## config.mk

```make
export PLATFORM = sky130hd
export DESIGN_NAME = text_token_scanner
export DESIGN_NICKNAME = d
export VERILOG_FILES = /design/src/rtl/tts_pkg.sv /design/src/rtl/text_token_scanner.sv /design/src/rtl/tts_front.sv /design/src/rtl/tts_queue.sv /design/src/rtl/tts_back.sv
export SDC_FILE = /design/constraint.sdc
export NUM_CORES = 1
export LEC_CHECK = 0
export CORE_UTILIZATION = 35
export DETAILED_ROUTE_END_ITERATION = 10
export DONT_BUFFER_PORTS = 1
export GPL_TIMING_DRIVEN = 0
export HOLD_SLACK_MARGIN = 0.15
export MAX_ROUTING_LAYER = met4
export PLACE_DENSITY = 0.58
export SLEW_MARGIN = 0
export SYNTH_ARGS = -nofsm -noshare
export SYNTH_HDL_FRONTEND = slang
export SYNTH_SLANG_ARGS = --single-unit
```

## constraint.sdc

```tcl
create_clock -name aclk -period 4.2 [get_ports aclk]
set_input_delay 0.63 -clock aclk [delete_from_list [all_inputs] [get_ports aclk]]
set_output_delay 0.63 -clock aclk [all_outputs]
set_load 0.01 [all_outputs]
```

## src/rtl/tts_pkg.sv

```systemverilog
// Shared types and constants for the text token scanner.
package tts_pkg;

    // Default depth of the queue between front and back.
    localparam int TTS_QUEUE_DEPTH = 4;

    // Characters the scanner treats specially.
    localparam logic [7:0] CH_END    = 8'h00;
    localparam logic [7:0] CH_TAB    = 8'h09;
    localparam logic [7:0] CH_LF     = 8'h0A;
    localparam logic [7:0] CH_CR     = 8'h0D;
    localparam logic [7:0] CH_SPACE  = 8'h20;
    localparam logic [7:0] CH_QUOTE  = 8'h22;
    localparam logic [7:0] CH_COMMA  = 8'h2C;
    localparam logic [7:0] CH_SLASH  = 8'h2F;
    localparam logic [7:0] CH_SEMI   = 8'h3B;
    localparam logic [7:0] CH_LBRACE = 8'h7B;
    localparam logic [7:0] CH_RBRACE = 8'h7D;

    // One result beat.
    typedef struct packed {
        logic [7:0] token_byte;
        logic       first_of_token;
        logic       last_of_token;
    } tok_t;

    // Up to two results produced by one input byte, in order.
    typedef struct packed {
        logic valid0;
        logic valid1;
        tok_t item0;
        tok_t item1;
    } tok_push_t;

endpackage

```

## src/rtl/text_token_scanner.sv

```systemverilog
// Top level of the text token scanner: front, queue and back.
//
//   channel | direction | handshake          | payload
//   --------+-----------+--------------------+-------------------------------------------
//   s_      | in        | s_valid / s_ready  | s_text_byte[7:0]
//   m_      | out       | m_valid / m_ready  | m_token_byte, m_first_of_token, m_last_of_token
//
// One text byte is taken per cycle while s_ready is high; results reach m_ via the queue.
// The output port moves one beat per cycle while m_ready is high, so a brace closing a token
// (two results) takes an extra output beat, absorbed by the queue.
// s_ready is high while the queue has room for two results.
// Reset (aresetn low, synchronous) returns the scanner to the start of text and empties the queue.
// A stalled m_ready holds the output beat; the front keeps taking bytes until the queue fills.
module text_token_scanner #(
    parameter int QUEUE_DEPTH = tts_pkg::TTS_QUEUE_DEPTH
) (
    input  logic       aclk,
    input  logic       aresetn,
    input  logic       s_valid,
    output logic       s_ready,
    input  logic [7:0] s_text_byte,
    output logic       m_valid,
    input  logic       m_ready,
    output logic [7:0] m_token_byte,
    output logic       m_first_of_token,
    output logic       m_last_of_token
);
    import tts_pkg::*;

    tok_push_t push;
    tok_t      head;
    tok_t      m_item;
    logic      room;
    logic      head_valid;
    logic      pop;
    logic      accept;

    assign s_ready = room;
    assign accept  = s_valid && room;

    tts_front u_front (
        .aclk      (aclk),
        .aresetn   (aresetn),
        .text_byte (s_text_byte),
        .accept    (accept),
        .push      (push)
    );

    tts_queue #(
        .DEPTH (QUEUE_DEPTH)
    ) u_queue (
        .aclk       (aclk),
        .aresetn    (aresetn),
        .push       (push),
        .room       (room),
        .head_valid (head_valid),
        .head       (head),
        .pop        (pop)
    );

    tts_back u_back (
        .aclk       (aclk),
        .aresetn    (aresetn),
        .head_valid (head_valid),
        .head       (head),
        .pop        (pop),
        .m_valid    (m_valid),
        .m_ready    (m_ready),
        .m_item     (m_item)
    );

    assign m_token_byte     = m_item.token_byte;
    assign m_first_of_token = m_item.first_of_token;
    assign m_last_of_token  = m_item.last_of_token;

endmodule

```

## src/rtl/tts_front.sv

```systemverilog
// Front part: accepts text bytes, runs the scanning state and emits token results.
module tts_front (
    input  logic               aclk,
    input  logic               aresetn,
    input  logic [7:0]         text_byte,
    input  logic               accept,
    output tts_pkg::tok_push_t push
);
    import tts_pkg::*;

    localparam logic [1:0] PH_START   = 2'd0;
    localparam logic [1:0] PH_SKIP    = 2'd1;
    localparam logic [1:0] PH_TOKEN   = 2'd2;
    localparam logic [1:0] PH_COMMENT = 2'd3;

    logic [1:0] phase_reg, phase_next;
    logic       pws_reg, pws_next;
    logic [7:0] held_char_reg, held_char_next;
    logic       held_valid_reg, held_valid_next;
    logic       held_first_reg, held_first_next;

    logic is_brace, is_plain, is_skip, is_term, is_eol;
    tok_push_t res;

    always_comb begin
        is_brace = (text_byte == CH_LBRACE) || (text_byte == CH_RBRACE);
        is_plain = (text_byte == CH_SPACE) || (text_byte == CH_TAB) ||
                   (text_byte == CH_CR) || (text_byte == CH_LF) ||
                   (text_byte == CH_COMMA) || (text_byte == CH_SEMI) ||
                   (text_byte == CH_QUOTE);
        is_skip  = is_plain || (text_byte == CH_SLASH);
        is_term  = is_plain || is_brace;
        is_eol   = (text_byte == CH_CR) || (text_byte == CH_LF);
    end

    always_comb begin
        phase_next      = phase_reg;
        pws_next        = pws_reg;
        held_char_next  = held_char_reg;
        held_valid_next = held_valid_reg;
        held_first_next = held_first_reg;
        res             = '0;

        if (text_byte == CH_END) begin
            // Flush the held byte and return to the start position.
            res.valid0      = held_valid_reg;
            res.item0       = '{held_char_reg, held_first_reg, 1'b1};
            held_valid_next = 1'b0;
            held_first_next = 1'b0;
            held_char_next  = '0;
            phase_next      = PH_START;
            pws_next        = 1'b0;
        end else begin
            unique case (phase_reg) inside
                PH_TOKEN: begin
                    if (is_term) begin
                        held_valid_next = 1'b0;
                        held_first_next = 1'b0;
                        pws_next        = 1'b0;
                        if (held_valid_reg) begin
                            res.valid0 = 1'b1;
                            res.item0  = '{held_char_reg, held_first_reg, 1'b1};
                            if (is_brace) begin
                                res.valid1 = 1'b1;
                                res.item1  = '{text_byte, 1'b1, 1'b1};
                            end
                        end else if (is_brace) begin
                            res.valid0 = 1'b1;
                            res.item0  = '{text_byte, 1'b1, 1'b1};
                        end
                        phase_next = is_brace ? PH_START : PH_SKIP;
                    end else begin
                        res.valid0      = held_valid_reg;
                        res.item0       = '{held_char_reg, held_first_reg, 1'b0};
                        held_char_next  = text_byte;
                        held_first_next = ~held_valid_reg;
                        held_valid_next = 1'b1;
                    end
                end
                PH_COMMENT: begin
                    if (is_eol) begin
                        phase_next = PH_SKIP;
                        pws_next   = 1'b0;
                    end
                end
                PH_SKIP, PH_START: begin
                    if ((phase_reg == PH_SKIP) && (text_byte == CH_SLASH)) begin
                        // Second counting slash opens a comment.
                        phase_next = pws_reg ? PH_COMMENT : PH_SKIP;
                        pws_next   = ~pws_reg;
                    end else if (is_skip) begin
                        phase_next = PH_SKIP;
                        pws_next   = 1'b0;
                    end else begin
                        pws_next = 1'b0;
                        if (is_brace) begin
                            res.valid0 = 1'b1;
                            res.item0  = '{text_byte, 1'b1, 1'b1};
                            phase_next = PH_START;
                        end else begin
                            held_char_next  = text_byte;
                            held_first_next = 1'b1;
                            held_valid_next = 1'b1;
                            phase_next      = PH_TOKEN;
                        end
                    end
                end
                default: begin
                    phase_next = PH_START;
                end
            endcase
        end
    end

    assign push = accept ? res : '0;

    always_ff @(posedge aclk) begin
        if (!aresetn) begin
            phase_reg      <= PH_START;
            pws_reg        <= 1'b0;
            held_valid_reg <= 1'b0;
            held_first_reg <= 1'b0;
            held_char_reg  <= '0;
        end else if (accept) begin
            phase_reg      <= phase_next;
            pws_reg        <= pws_next;
            held_valid_reg <= held_valid_next;
            held_first_reg <= held_first_next;
            held_char_reg  <= held_char_next;
        end
    end

    // A pending slash exists only while skipping separators.
    assert property (@(posedge aclk) disable iff (!aresetn)
        pws_reg |-> (phase_reg == PH_SKIP))
        else $error("slash pending outside skip phase");

    // A token in progress always has its held byte.
    assert property (@(posedge aclk) disable iff (!aresetn)
        (phase_reg == PH_TOKEN) |-> held_valid_reg)
        else $error("token phase without held byte");

    // The held byte exists only inside a token.
    assert property (@(posedge aclk) disable iff (!aresetn)
        held_valid_reg |-> (phase_reg == PH_TOKEN))
        else $error("held byte outside token phase");

endmodule

```

## src/rtl/tts_queue.sv

```systemverilog
// Short queue between front and back: up to two writes and one read per cycle.
module tts_queue #(
    parameter int DEPTH = tts_pkg::TTS_QUEUE_DEPTH
) (
    input  logic               aclk,
    input  logic               aresetn,
    input  tts_pkg::tok_push_t push,
    output logic               room,
    output logic               head_valid,
    output tts_pkg::tok_t      head,
    input  logic               pop
);
    import tts_pkg::*;

    localparam int PW = (DEPTH > 1) ? $clog2(DEPTH) : 1;
    localparam int CW = $clog2(DEPTH + 1);

    tok_t          mem_reg [DEPTH];
    logic [PW-1:0] wr_ptr_reg, wr_ptr_next, wr_ptr_p1, rd_ptr_reg, rd_ptr_next;
    logic [CW-1:0] count_reg, count_next;
    logic [CW-1:0] n_push;

    function automatic logic [PW-1:0] ptr_inc(input logic [PW-1:0] p);
        ptr_inc = (p == PW'(DEPTH - 1)) ? '0 : p + PW'(1);
    endfunction

    always_comb begin
        wr_ptr_p1   = ptr_inc(wr_ptr_reg);
        n_push      = CW'(push.valid0) + CW'(push.valid1);
        wr_ptr_next = push.valid1 ? ptr_inc(wr_ptr_p1) :
                      (push.valid0 ? wr_ptr_p1 : wr_ptr_reg);
        rd_ptr_next = pop ? ptr_inc(rd_ptr_reg) : rd_ptr_reg;
        count_next  = count_reg + n_push - CW'(pop);
    end

    assign room       = (count_reg <= CW'(DEPTH - 2));
    assign head_valid = (count_reg != '0);
    assign head       = mem_reg[rd_ptr_reg];

    always_ff @(posedge aclk) begin
        if (push.valid0) begin
            mem_reg[wr_ptr_reg] <= push.item0;
        end
        if (push.valid1) begin
            mem_reg[wr_ptr_p1] <= push.item1;
        end
    end

    always_ff @(posedge aclk) begin
        if (!aresetn) begin
            wr_ptr_reg <= '0;
            rd_ptr_reg <= '0;
            count_reg  <= '0;
        end else begin
            wr_ptr_reg <= wr_ptr_next;
            rd_ptr_reg <= rd_ptr_next;
            count_reg  <= count_next;
        end
    end

    assert property (@(posedge aclk) disable iff (!aresetn)
        count_reg <= CW'(DEPTH))
        else $error("queue overfilled");

    assert property (@(posedge aclk) disable iff (!aresetn)
        push.valid1 |-> push.valid0)
        else $error("second slot written without first");

    assert property (@(posedge aclk) disable iff (!aresetn)
        pop |-> head_valid)
        else $error("pop from empty queue");

    assert property (@(posedge aclk) disable iff (!aresetn)
        push.valid0 |-> room)
        else $error("push without room");

endmodule

```

## src/rtl/tts_back.sv

```systemverilog
// Back part: moves queued results into the output register.
module tts_back (
    input  logic          aclk,
    input  logic          aresetn,
    input  logic          head_valid,
    input  tts_pkg::tok_t head,
    output logic          pop,
    output logic          m_valid,
    input  logic          m_ready,
    output tts_pkg::tok_t m_item
);
    import tts_pkg::*;

    logic out_valid_reg;
    tok_t out_item_reg;

    // Load a new beat when the register is empty or is being taken.
    assign pop = head_valid && (!out_valid_reg || m_ready);

    always_ff @(posedge aclk) begin
        if (!aresetn) begin
            out_valid_reg <= 1'b0;
        end else if (!out_valid_reg || m_ready) begin
            out_valid_reg <= head_valid;
        end
    end

    always_ff @(posedge aclk) begin
        if (pop) begin
            out_item_reg <= head;
        end
    end

    assign m_valid = out_valid_reg;
    assign m_item  = out_item_reg;

endmodule
```

Word level (Yosys, flattened, before mapping). Memory sizes are Yosys's and may differ from the RTL's. A register that Yosys moved wholly into a read port is not among the register bits. Index checks and enable logic that the tools add are counted.

Bitwise logic cells: 2. Order comparisons: 1. Multiplexer cells: 61. Shift operators: 0. Div/mod/pow operators: 0. $mul: 0. Eq/ne operators: 22. Add/subtract/negate cells: 6. Reduce and logical (&&, ||, !) cells: 26.

Operator list (number): two-way mux 10 bit (10); equality test 8 x 6 -> 1 bit, second input constant (5); two-way mux 8 bit (5); two-way mux 1 bit (26); equality test 8 x 4 -> 1 bit, second input constant (3); two-way mux 2 bit (12); two-way mux 22 bit (1); one-hot mux 10 bit (2 select lines) (1); equality test 8 x 7 -> 1 bit, second input constant (2); one-hot mux 8 bit (2 select lines) (1); logical OR 1 bit (11); equality test 2 bit, second input constant (5); != test 3 bit, second input constant (3); zero test 8 bit (1); adder 2 x 1 -> 2 bit, second input constant (3); != test 3 x 1 -> 1 bit, second input constant (2); one-hot mux 1 bit (2 select lines) (3); one-hot mux 2 bit (3 select lines) (1); AND reduction 6 bit (1); nonzero test 3 bit (2); AND reduction 5 bit (1); AND reduction 4 bit (1); nonzero test 4 bit (1); adder 3 bit (1); other kinds (13) (16).

Memory bits (writable): 40. Latch bits: 0. Output and inout port bits: 12. Input bits: 12. Memories kept: 1. ROM bits: 0. Bits in registers: 21.

Memory list: u_queue.mem_reg (words 4, bits a word 10, rd ports 1, clocked after Yosys merged registers in 1, wr ports 2, RTL line tts_queue.sv:18) `tok_t mem_reg [DEPTH];`.

Longest topological paths before layout. Gate-level depths: netlist of run 1.

Depth in word-level cells: 16. Depth in mapped cells: 14. Mapped depth without buffers: 12.

By module. Synthesis of run 1 repeated with hierarchy kept, for this count alone.

Cell total of the unflattened synthesis: 318. Area total of the unflattened synthesis: 3947.5 µm².

Modules (own cells, without submodules): tts_queue (area each 2451.1 µm², times used 1, cells an instance 153); tts_front (area each 1142.3 µm², times used 1, cells an instance 150); tts_back (area each 347.8 µm², times used 1, cells an instance 14); text_token_scanner (area each 6.3 µm², times used 1, cells an instance 1).

Worst setup path before layout of run 1. OpenSTA, ideal clock, no wires.

Path type: input -> register. From: in s_text_byte[4]. To: reg u_queue.count_reg[2]. Data arrival time: 3.216 ns. Stages: 13. Slack: 0.869 ns. Path buffers: 2. Required time: 4.085 ns. Setup time: 0.115 ns. Cells stage by stage: buf_6 nor4_4 a21oi_1 nor2_1 and2_1 clkbuf_1 ha_1 inv_1 ha_1 fa_1 xor2_1 xnor2_1 and2_1.

Cells in the longest elaborated chain, start to end: 16.

Ends and longest elaborated chain: start, declared (RTL line text_token_scanner.sv:21) `input logic [7:0] s_text_byte,`; equality test 8 x 6 -> 1 bit or equality test 8 x 4 -> 1 bit (tied branches) (RTL line tts_front.sv:27) `is_plain = (text_byte == CH_SPACE) || (text_byte == CH_TAB) ||`; logical OR 1 bit (2 in series) (RTL line tts_front.sv:27); logical OR 1 bit (2 in series) (RTL line tts_front.sv:28) `(text_byte == CH_CR) || (text_byte == CH_LF) ||`; logical OR 1 bit (2 in series) (RTL line tts_front.sv:29) `(text_byte == CH_COMMA) || (text_byte == CH_SEMI) ||`; logical OR 1 bit (RTL line tts_front.sv:31) `is_skip = is_plain || (text_byte == CH_SLASH);`; two-way mux 1 bit (RTL line tts_front.sv:91) `end else if (is_skip) begin`; two-way mux 1 bit (RTL line tts_front.sv:87) `if ((phase_reg == PH_SKIP) && (text_byte == CH_SLASH)) begin`; one-hot mux 1 bit (2 select lines) (RTL line tts_front.sv:54) `unique case (phase_reg) inside`; two-way mux 1 bit (RTL line tts_front.sv:44) `if (text_byte == CH_END) begin`; two-way mux 22 bit (*) (RTL line tts_front.sv:115) `assign push = accept ? res : '0;`; adder 1 x 1 -> 2 bit (*) (RTL line tts_queue.sv:29) `n_push = CW'(push.valid0) + CW'(push.valid1);`; adder 3 bit (*) (RTL line tts_queue.sv:33) `count_next = count_reg + n_push - CW'(pop);`; subtractor 3 x 1 -> 3 bit (*) (RTL line tts_queue.sv:33); end signal, assigned (RTL line tts_queue.sv:57) `count_reg <= count_next;`; end, declared (RTL line tts_queue.sv:20) `logic [CW-1:0] count_reg, count_next;`.

Mark *: on every way between the ends. The rest lies on a longest branch, timed or not. A chain may end at the register's enable or synchronous reset.

Worst setup path in the final report of run 1.
From: reg u_queue.count_reg[1]. To: reg u_queue.count_reg[2].

Cells in the longest elaborated chain, start to end: 6.

Ends and longest elaborated chain: less-or-equal comparator 3 x 2 -> 1 bit (RTL line tts_queue.sv:36) `assign room = (count_reg <= CW'(DEPTH - 2));`; net s_ready (RTL line text_token_scanner.sv:20) `output logic s_ready,`; logical AND 1 bit (RTL line text_token_scanner.sv:39) `assign accept = s_valid && room;`; two-way mux 22 bit (RTL line tts_front.sv:115); adder 1 x 1 -> 2 bit (RTL line tts_queue.sv:29); adder 3 bit (RTL line tts_queue.sv:33); subtractor 3 x 1 -> 3 bit (RTL line tts_queue.sv:33).

The timed path passes the listed nets, and every way through them passes these cells.

==> summary.txt, run 1 <==
CTS
  • # resized after CTS: 0
  • Reg clk slew, reported paths: approximately 0.070 ns
  • Htree depth: 3
  • CTS tree: built
  • CTS Hold Buffers Added: 0
  • Post-CTS Repair Setup Buffers: 0
  • CTS Root Cell: clkbuf_8
  • Clock Tree Buf Depth: 2
  • Clock tree sinks: 71
  • Clk Latency, worst-skew pair: 0.35 ns
  • Num CTS Buffers: 9

Synth
  • EDFF count, synth: 50
  • Register area share after synthesis: 0.492
  • Commonest cells in the netlist: nand2_1 (59), edfxtp_1 (50), o21ai_0 (26)
  • Yosys top cell area share: 0.384
  • Post-Synthesis Cells: 364
  • Synth Cell Area: between 3000 and 4000 um2
  • Top cell type by total area after synthesis: edfxtp_1
  • Warning count from the yosys run: 0
  • Count of cell types in the netlist: 60
  • Synthesized net count: 390
  • Ranking of synthesized cells by area: edfxtp_1 (38%), dfxtp_1 (11%), mux4_2 (5.8%), nand2_1 (5.7%), ha_1 (4.2%)
  • Syn_area_per_cell: 10.7 um2
  • Most common cell in the netlist: nand2_1
  • Yosys reg bits: just over 70
  • Top_reg_cell synth: edfxtp_1
  • Async SR Flop Fraction: 0

Drt
  • WL final: a little under 9000 um
  • Initial DRC count: 147
  • Avg WL per Cell: 17.0 um
  • DR pass1 iterations: 5
  • Drt via density: 5.48
  • Routed Antenna Nets: 0
  • DRC viols: 0
  • Vias after detailed routing: 2,849

Layout
  • Nets@finish: ~400
  • Filler cells: 1,072
  • N_diodes: 0
  • Area growth from synthesis to layout: 9.77%
  • Layout cell share with drive strength beyond 1: 0.105
  • Design area: ~4300 um2
  • Max FFs per register: 40

Worst setup path
  • Worst r2r src: u_queue.count_reg[1]
  • Crit path max fanout: 10
  • Arr. time, crit path: ~3.8 ns
  • Worst setup EP type: flop
  • CP startpoint kind: flop
  • Worst endpoint required time: 4.45 ns
  • Crit-path slowest cell: a21oi_1
  • Slowest stage delay, CP: between 0.5 and 0.6 ns
  • Crit path kind: reg -> reg
  • Launch point of the critical path: u_queue.count_reg[1]
  • CP cell instances: a21oi_1 -> nand2_1 -> nor2_1 -> and2_1 -> clkbuf_1 -> ha_1 -> inv_1 -> ha_1 -> fa_1 -> xor2_1 -> xnor2_1 -> and2_1

Pwr
  • PwrDens: 538 nW/um2
  • Max IR drop VDD: between 200 and 250 uV
  • Leakage dissipation: 1.68 nW

STA
  • Hold Vio Cnt, Final: 0
  • Max-slew violations: 0
  • Least-Margin Pin Slew: 0.888 ns
  • Max_slew headroom: 0.408
  • Fmax: 286 MHz
  • Period Utilization, post-route: 0.833
  • Final setup vio count: 0
  • RSZ-0062 raised after global routing: no
  • Final Skew: 0.00757 ns
  • Setup TNS Final: 0 ns
  • Period minus WS final: 3.50 ns

Floorplan
  • Core ar.: 10,800 um2
  • Die outline width: approximately 110 um
  • Starting Density: 0.360
  • Row count: 38
  • Die height: 108 um
  • Full die area: 11,600 um2
  • # IOs: 24

GRT
  • Largest net degree at the start of global routing: 14
  • GR Overflow Total: 0
  • Number of global-route vias before repair: 2,856
  • Total Routing Usage GR: 0.176
  • First-pass GRT wire length: 14,800 um
  • Initial antenna violation count: 0

Status
  • Status: finished clean

Flow run
  • Max Cap Viol: 0

Min path
  • Hold_sp: s_text_byte[7]
  • Worst hold-check path type: in -> reg

Place
  • GPL Wtd Cong: 0.907
  • Post-DP HPWL: 6410 um
  • Area after DPL: 4090 um2
  • Port bufs: 0
-- worst max-delay path, delay by kind of cell, from the launching register on --
family / cells / cell delay, ns
DFF: 1 / 0.33
and+or+nand+nor: 4 / 1.01
buffers and inverters: 2 / 0.31
xor gates and xnor gates: 2 / 0.28
adders and majority gates: 3 / 0.94
AOI/OAI and AO/OA: 1 / 0.52
-- cell type report --
class	count	area, um2	area share
Tap cell	140	175	0.0408
Buffer	21	106	0.0248
Inverter	13	48.8	0.0114
Sequential cell	71	1920	0.448
Clock inverter	6	75.1	0.0175
Multi-Input combinational cell	259	1830	0.428
Clock buffer	10	128	0.0298
-- final timing paths --
kind / end / slack [ns] / cells past startpoint
max: u_queue.count_reg[2] / 0.70 / 12
max reg2reg: u_queue.count_reg[2] / 0.70 / 12
min: u_front.held_char_reg[7] / 0.43 / 2
min reg2reg: u_front.held_char_reg[7] / 0.45 / 2
-- layout by cell type (no fill, tap or decap), types with 9 or more instances in the layout --
cell type,n
a21oi_1,11
clkbuf_1,11
clkbuf_8,9
dfxtp_1,21
edfxtp_1,50
ha_1,13
inv_1,13
mux2i_1,9
mux4_2,10
nand2_1,59
nand3_1,18
nor2_1,15
o21ai_0,26
-- where the power goes --
part           total [mW]  switching, mW  internal (mW)
Combinational       0.709          0.408          0.302
Clock               0.581          0.254          0.327
Sequential           1.02          0.103          0.914
-- cell families after synthesis --
logic type      count (synthesis)  synth area share
simple gates                  143             0.189
compound gates                 77             0.138
flops                          71             0.492
buf+inv                        34            0.0397
mux                            19            0.0807
fa+ha+maj                      14            0.0468
xor+xnor                        6            0.0135
-- stage by stage --
step           hold slack, ns  std cells   util  power (mW)  setup slack [ns]
3_3_place_gp            0.444        504  0.377        1.73             0.357
5_1_grt                 0.438        520  0.396        2.45             0.418
3_5_place_dp            0.444        504  0.377        1.75             0.375
2_1_floorplan           0.429        364      -        1.58             0.869
4_1_cts                 0.413        520  0.396        2.32             0.678
6_report                0.426        520  0.396        2.31             0.703
-- metal layers --
layer	up-vias	track usage	share of wire
met1	1380	0.223	0.47
met4	0	0.0959	0.024
met3	13	0.0309	0.042
li1	1378	-	-
met5	-	-	0
met2	78	0.266	0.46
(Power assumes the default switching activity.)
==> inputs of run 2 (changes only) <==
--- a/config.mk
+++ b/config.mk
@@ -5,6 +5,7 @@
 export SDC_FILE = /design/constraint.sdc
 export NUM_CORES = 1
 export LEC_CHECK = 0
+export ABC_AREA = 1
 export CORE_UTILIZATION = 35
 export DETAILED_ROUTE_END_ITERATION = 10
 export DONT_BUFFER_PORTS = 1
==> constraint.sdc (replaced) <==
create_clock -name aclk -period 3.36 [get_ports aclk]
set_input_delay 0.504 -clock aclk [delete_from_list [all_inputs] [get_ports aclk]]
set_output_delay 0.504 -clock aclk [all_outputs]
set_load 0.01 [all_outputs]
==> run 2 against run 1 <==
Net effect: combinational power rose by 10%; global-route usage fell by 0.10 points; worst hold slack got worse by 0.14 ns.
==> summary.txt, run 2 <==
CTS
  • CTS Hold Buffers Added: 0 (unchanged)
  • Num CTS Buffers: 9 (unchanged)
  • Htree depth: 3 (unchanged)
  • Clk Latency, worst-skew pair: 0.36 ns (was 0.35 ns)
  • # resized after CTS: 0 (unchanged)
  • Post-CTS Repair Setup Buffers: 0 (unchanged)
  • CTS Root Cell: clkbuf_8 (unchanged)
  • Clock Tree Buf Depth: 2 (unchanged)
  • CTS tree: built (unchanged)
  • Reg clk slew, reported paths: 0.09 ns (was 0.07 ns)
  • Clock tree sinks: 71 (unchanged)

STA
  • Max-slew violations: 0 (unchanged)
  • Fmax: ~360 MHz
  • Least-Margin Pin Slew: 0.984 ns (was 0.888 ns)
  • RSZ-0062 raised after global routing: no (unchanged)
  • Final Skew: 0.0168 ns (was 0.00757 ns)
  • Period Utilization, post-route: 0.820
  • Max_slew headroom: 0.340 (was 0.408)
  • Final hold slack: 0.289 ns (was 0.426 ns)
  • Final setup vio count: 0 (unchanged)
  • Setup TNS Final: 0 ns (unchanged)
  • Hold Vio Cnt, Final: 0 (unchanged)
  • Final setup margin: 0.605 ns (was 0.703 ns)
  • Period minus WS final: 2.75 ns

Place
  • Dpl cells: 606 (was 504)
  • Pre-CTS setup slack: 0.287 ns (was 0.375 ns)
  • GPL Wtd Cong: 0.866 (was 0.907)
  • Post-DP HPWL: 6560 um (was 6410 um)
  • Area after DPL: 4100 um2 (was 4090 um2)
  • Port bufs: 0 (unchanged)

Layout
  • N_diodes: 0 (unchanged)
  • Non-Filler Instances: 622 (was 520)
  • Design area: 4280 um2 (was 4290 um2)
  • Nets@finish: 503 (was 401)
  • Max FFs per register: 40 (unchanged)
  • Final Core Density: 0.393 (was 0.396)
  • Most frequent cells in the layout: nand2_1 (106), nor2_1 (77), edfxtp_1 (50) (was nand2_1 (59), edfxtp_1 (50), o21ai_0 (26))
  • Layout cell share with drive strength beyond 1: 0.137 (was 0.105)
  • Area growth from synthesis to layout: 9.29% (was 9.77%)
  • Most common cell after layout, fill and taps aside: nand2_1 (unchanged)

Synth
  • Top cell type by total area after synthesis: edfxtp_1 (unchanged)
  • Commonest cells in the netlist: nand2_1 (106), nor2_1 (77), edfxtp_1 (50) (was nand2_1 (59), edfxtp_1 (50), o21ai_0 (26))
  • EDFF count, synth: 50 (unchanged)
  • Ranking of synthesized cells by area: edfxtp_1 (38%), dfxtp_1 (11%), nand2_1 (10%), nor2_1 (7.4%), ha_1 (4.1%) (was edfxtp_1 (38%), dfxtp_1 (11%), mux4_2 (5.8%), nand2_1 (5.7%), ha_1 (4.2%))
  • Yosys top cell area share: 0.383 (was 0.384)
  • Synth Cell Area: 3920 um2 (was 3910 um2)
  • Syn_area_per_cell: 8.41 um2 (was 10.7 um2)
  • Count of cell types in the netlist: 38 (was 60)
  • Warning count from the yosys run: 0 (unchanged)
  • Top_reg_cell synth: edfxtp_1 (unchanged)
  • Yosys reg bits: 71 (unchanged)
  • Async SR Flop Fraction: 0 (unchanged)
  • Post-Synthesis Cells: 466 (was 364)
  • Synthesized net count: 492 (was 390)
  • Most common cell in the netlist: nand2_1 (unchanged)
  • Register area share after synthesis: 0.490 (was 0.492)

Floorplan
  • Starting Density: 0.360 (about the same)
  • Core ar.: 10,900 um2 (was 10,800 um2)
  • Die height: 108 um (about the same)
  • Full die area: 11,600 um2 (about the same)
  • # IOs: 24 (unchanged)
  • Die outline width: 108 um (about the same)
  • Row count: 38 (unchanged)

Worst setup path
  • Crit-path slowest cell: fa_1 (was a21oi_1)
  • Arr. time, crit path: 3.00 ns (was 3.75 ns)
  • CP startpoint kind: input port (was flop)
  • Crit path kind: in -> reg (was reg -> reg)
  • Crit path max fanout: 10 (unchanged)
  • Worst r2r src: u_front.phase_reg[1] (was u_queue.count_reg[1])
  • Slowest stage delay, CP: 0.44 ns (was 0.52 ns)
  • Launch point of the critical path: s_text_byte[1] (was u_queue.count_reg[1])
  • CP delay by family, top: adder cells (was simple AND/OR/NAND/NOR gates)
  • Worst setup EP type: flop (unchanged)
  • WP buf/inv: 4 (was 2)
  • CP cell instances: buf_4 -> nor2_2 -> nand2_4 -> a21oi_4 -> nand2_1 -> nand3_1 -> nand2_1 -> inv_2 -> ha_1 -> inv_1 -> ha_1 -> fa_1 -> xor2_1 -> inv_1 -> nor2_1 (was a21oi_1 -> nand2_1 -> nor2_1 -> and2_1 -> clkbuf_1 -> ha_1 -> inv_1 -> ha_1 -> fa_1 -> xor2_1 -> xnor2_1 -> and2_1)
  • Worst endpoint required time: 3.61 ns (was 4.45 ns)

Pwr
  • Max IR drop VDD: 351 uV (was 208 uV)
  • Leakage dissipation: 2.07 nW (was 1.68 nW)
  • Final Total Pwr: 2.66 mW (was 2.31 mW)
  • PwrDens: 621 nW/um2 (was 538 nW/um2)

Min path
  • Worst hold-check path type: in -> reg (unchanged)
  • Hold_sp: aresetn (was s_text_byte[7])

Drt
  • WL final: 8960 um (was 8830 um)
  • Avg WL per Cell: 14.4 um (was 17.0 um)
  • DRC viols: 0 (unchanged)
  • Initial DRC count: 168 (was 147)
  • Routed Antenna Nets: 0 (unchanged)
  • Vias after detailed routing: 3,030 (was 2,849)
  • Drt via density: 4.87 (was 5.48)
  • DR pass1 iterations: 4 (was 5)

Status
  • Status: finished clean (unchanged)

GRT
  • GR Overflow Total: 0 (unchanged)
  • First-pass GRT wire length: 15,000 um (was 14,800 um)
  • Number of global-route vias before repair: 3,029 (was 2,856)
  • Largest net degree at the start of global routing: 16 (was 14)
  • Initial antenna violation count: 0 (unchanged)
  • Total Routing Usage GR: 0.175 (was 0.176)

Flow run
  • Max Cap Viol: 0 (unchanged)
## run 2: cell count changes in the layout (fill, tap and decap cells not counted), sizes merged, moves of 6 or more
cell,before,now
nor2,16,85
and2,7,0
o22ai,1,10
nand2,59,118
mux4,10,0
buf,11,3
inv,13,53
o21ai,27,37
mux2i,9,0
nand4,3,14
nor3,7,1
nand3,18,30
## run 2: final timing paths
| path | end | slack [ns] | cells after the start |
|---|---|---|---|
| max | u_queue.count_reg[2] | 0.61 | 15 |
| min | u_queue.rd_ptr_reg[0] | 0.29 | 2 |
| max reg2reg | u_queue.count_reg[2] | 0.66 | 13 |
| min reg2reg | u_front.held_first_reg | 0.47 | 2 |
## run 2: routing by layer
layer  vias up  global-route usage  share of wire  wire [um]
met5         -                   -              0          0
met4         0              0.0597          0.011         97
met2        62               0.293           0.49       4380
li1       1572                   -              -          -
met1      1389               0.209           0.46       4120
met3         7              0.0345          0.040        361
## run 2: power by group
part / total (mW) / switching [mW] / internal (mW) / leakage [nW]
clock: 0.657 / 0.375 / 0.282 / 0.0888
sequential: 1.22 / 0.108 / 1.11 / 0.712
combinational: 0.781 / 0.525 / 0.256 / 1.27
## run 2: layout make-up
type	count	area [um2]
Fill cell	1111	6600
Sequential cell	71	1920
Multi-Input combinational cell	334	1750
Inverter	50	195
Tap cell	140	175
Clock buffer	9	124
Clock inverter	7	61.3
Buffer	11	60.1
## run 2: logic make-up after synthesis
group / share of synthesized area
and+or+nand+nor: 0.298
DFF: 0.490
adders and majority gates: 0.0466
xor gates and xnor gates: 0.00894
AOI/OAI and AO/OA: 0.0913
buffers and inverters: 0.0651
==> inputs of run 3 (changes only) <==
--- a/config.mk
+++ b/config.mk
@@ -5,7 +5,7 @@
 export SDC_FILE = /design/constraint.sdc
 export NUM_CORES = 1
 export LEC_CHECK = 0
-export ABC_AREA = 1
+export ABC_AREA = 0
 export CORE_UTILIZATION = 35
 export DETAILED_ROUTE_END_ITERATION = 10
 export DONT_BUFFER_PORTS = 1
==> constraint.sdc (replaced) <==
create_clock -name aclk -period 2.7 [get_ports aclk]
set_input_delay 0.405 -clock aclk [delete_from_list [all_inputs] [get_ports aclk]]
set_output_delay 0.405 -clock aclk [all_outputs]
set_load 0.01 [all_outputs]
==> run 3 against run 2 <==
Net effect: non-clock buffer count is 19 higher; die area is 0.31% lower; worst hold slack worse by 0.081 ns; sequential power is 31% higher; register-to-register slack worse by 0.54 ns; largest power group unchanged; flip-flop and latch count stayed put; global-route usage is 0.20 points higher; combinational power is 52% higher; power is 31% higher; wire length is 1.5% higher; worst setup slack worse by 0.48 ns; design area is 3.0% higher.
==> summary.txt, run 3 (synthesized netlist as in run 1, its figures left out) <==
Worst setup path
  • Worst endpoint required time: 2.94 ns (was 3.61 ns)
  • Worst r2r src: u_front.phase_reg[1] (unchanged)
  • R2r setup slk: 0.12 ns (was 0.66 ns)
  • Reg2reg end: u_queue.count_reg[2] (unchanged)
  • Crit path max fanout: 10 (unchanged)
  • Worst setup EP type: flop (unchanged)
  • Arr. time, crit path: 2.82 ns (was 3.00 ns)
  • Crit path kind: reg -> reg (was in -> reg)
  • R2R depth: 13 (unchanged)
  • CP startpoint kind: flop (was input port)
  • Launch point of the critical path: u_front.phase_reg[1] (was s_text_byte[1])

Layout
  • Max FFs per register: 40 (unchanged)
  • Filler cells: 1,069 (was 1,111)
  • Most frequent cells in the layout: nand2_1 (56), edfxtp_1 (50), o21ai_0 (26) (was nand2_1 (106), nor2_1 (77), edfxtp_1 (50))
  • Area of the multi-input gates: 1920 um2 (was 1750 um2)
  • Area growth from synthesis to layout: 13.0% (was 9.29%)
  • Non-Filler Instances: 528 (was 622)
  • Nets@finish: 410 (was 503)
  • Design area: 4410 um2 (was 4280 um2)
  • Most common cell after layout, fill and taps aside: nand2_1 (unchanged)
  • Register area: 1920 um2 (about the same)
  • N_diodes: 0 (unchanged)
  • Layout cell share with drive strength beyond 1: 0.165 (was 0.137)

Flow run
  • Max Cap Viol: 0 (unchanged)

STA
  • Least-Margin Pin Slew: 0.778 ns (was 0.984 ns)
  • Final setup vio count: 0 (unchanged)
  • Max_slew headroom: 0.477 (was 0.340)
  • RSZ-0062 raised after global routing: no (unchanged)
  • Hold Vio Cnt, Final: 0 (unchanged)
  • Max-slew violations: 0 (unchanged)
  • Final setup margin: 0.124 ns (was 0.605 ns)
  • Period Utilization, post-route: 0.954
  • Fmax: 388 MHz
  • Final hold slack: 0.208 ns (was 0.289 ns)
  • Final Skew: 0.00689 ns (was 0.0168 ns)
  • Period minus WS final: 2.58 ns

Min path
  • Hold depth: 2 (unchanged)
  • Worst hold-check path type: in -> reg (unchanged)
  • Hold_sp: s_text_byte[5] (was aresetn)
  • Hold endpoint: u_front.held_char_reg[5] (was u_queue.rd_ptr_reg[0])

Drt
  • Initial DRC count: 142 (was 168)
  • Vias after detailed routing: 2,895 (was 3,030)
  • DRC viols: 0 (unchanged)
  • DR pass1 iterations: 5 (was 4)
  • Drt via density: 5.48 (was 4.87)
  • WL final: 9090 um (was 8960 um)
  • Avg WL per Cell: 17.2 um (was 14.4 um)
  • Routed Antenna Nets: 0 (unchanged)

CTS
  • CTS Root Cell: clkbuf_8 (unchanged)
  • Clock Tree Buf Depth: 2 (unchanged)
  • Clock tree sinks: 71 (unchanged)
  • Clk Latency, worst-skew pair: 0.35 ns (was 0.36 ns)
  • Htree depth: 3 (unchanged)
  • Num CTS Buffers: 9 (unchanged)
  • Reg clk slew, reported paths: 0.07 ns (was 0.09 ns)
  • CTS tree: built (unchanged)

Floorplan
  • Die outline width: 108 um (about the same)
  • Row count: 38 (unchanged)
  • # IOs: 24 (unchanged)
  • Starting Density: 0.360 (about the same)
  • Core ar.: 10,800 um2 (was 10,900 um2)
  • Die height: 108 um (about the same)
  • Full die area: 11,600 um2 (about the same)

GRT
  • GR Overflow Total: 0 (unchanged)
  • Top Usage Layer GRT: met2 (unchanged)
  • Grt met3 use: 0.0303 (was 0.0345)
  • First-pass GRT wire length: 14,900 um (was 15,000 um)
  • Largest net degree at the start of global routing: 14 (was 16)
  • M1 GR Usage: 0.227 (was 0.209)
  • Number of global-route vias before repair: 2,914 (was 3,029)
  • Met2 usage: 0.268 (was 0.293)
  • Total Routing Usage GR: 0.177 (was 0.175)
  • Initial antenna violation count: 0 (unchanged)

Pwr
  • PwrDens: 788 nW/um2 (was 621 nW/um2)
  • Max IR drop VDD: 265 uV (was 351 uV)
  • Final Total Pwr: 3.48 mW (was 2.66 mW)
  • Leakage dissipation: 1.74 nW (was 2.07 nW)

Status
  • Status: finished clean (unchanged)

Place
  • Post-DP HPWL: 6500 um (was 6560 um)
  • GPL Wtd Cong: 0.884 (was 0.866)
  • Pre-CTS setup slack: -0.516 ns (was 0.287 ns)
  • Dpl cells: 504 (was 606)
  • Area after DPL: 4110 um2 (was 4100 um2)
  • Port bufs: 0 (unchanged)
[run 3: changes by cell type in the layout (fill, tap and decap cells not counted), sizes merged, moves of 11 or more]
cell and delta:
buf +17, inv -40, nand2 -59, nand3 -12, nand4 -11, nor2 -69
[run 3: layer usage]
metal | share of wire | wire length, um
met2 | 0.47 | 4250
met5 | 0 | 0
met4 | 0.025 | 227
met3 | 0.050 | 459
met1 | 0.46 | 4160
[run 3: power by group]
part	switching [mW]	internal, mW
combinational	0.664	0.523
sequential	0.172	1.42
clock	0.380	0.315
[run 3: worst max-delay path: stages (launching register included)]
cell      delay [ns]
dfxtp_1         0.33
clkbuf_4        0.20
nand2_2         0.13
a21oi_4         0.18
nor2_4          0.06
and2_1          0.13
clkbuf_4        0.16
ha_1            0.18
inv_1           0.08
ha_4            0.20
fa_2            0.38
xor2_1          0.16
xnor2_1         0.12
and2_1          0.15
[run 3: worst max path at each step]
stage | endpoint | depth (start not counted)
floorplan | u_queue.count_reg[2] | 14
global placement | u_queue.count_reg[2] | 13
detailed placement | u_queue.count_reg[2] | 14
CTS | u_queue.count_reg[2] | 12
global route | u_queue.count_reg[2] | 13
finish | u_queue.count_reg[2] | 13
[run 3: layout make-up]
cell class | instances | share of cell area
well taps | 140 | 0.0397
multi-input cells | 259 | 0.435
clock inverters | 6 | 0.00652
inverters | 13 | 0.0111
repair buffers | 9 | 0.0153
plain buffers | 21 | 0.0281
clock buffers | 9 | 0.0281
flip-flops and latches | 71 | 0.436
[run 3: what timing repair did]
action                     4_1_cts  5_1_grt
setup buffers                    4        5
gates resized for setup         12       12
hold buffers                     0        0
pin swaps                        2        4
setup endpoints to repair        2        1
[run 3: through the flow]
stage / utilization / TNS, ns
final: 0.407 / 0
after global routing: 0.407 / 0
after CTS: 0.401 / 0
after detailed placement: 0.379 / -0.835
after global placement: 0.379 / -0.834
after floorplan: - / -0.111
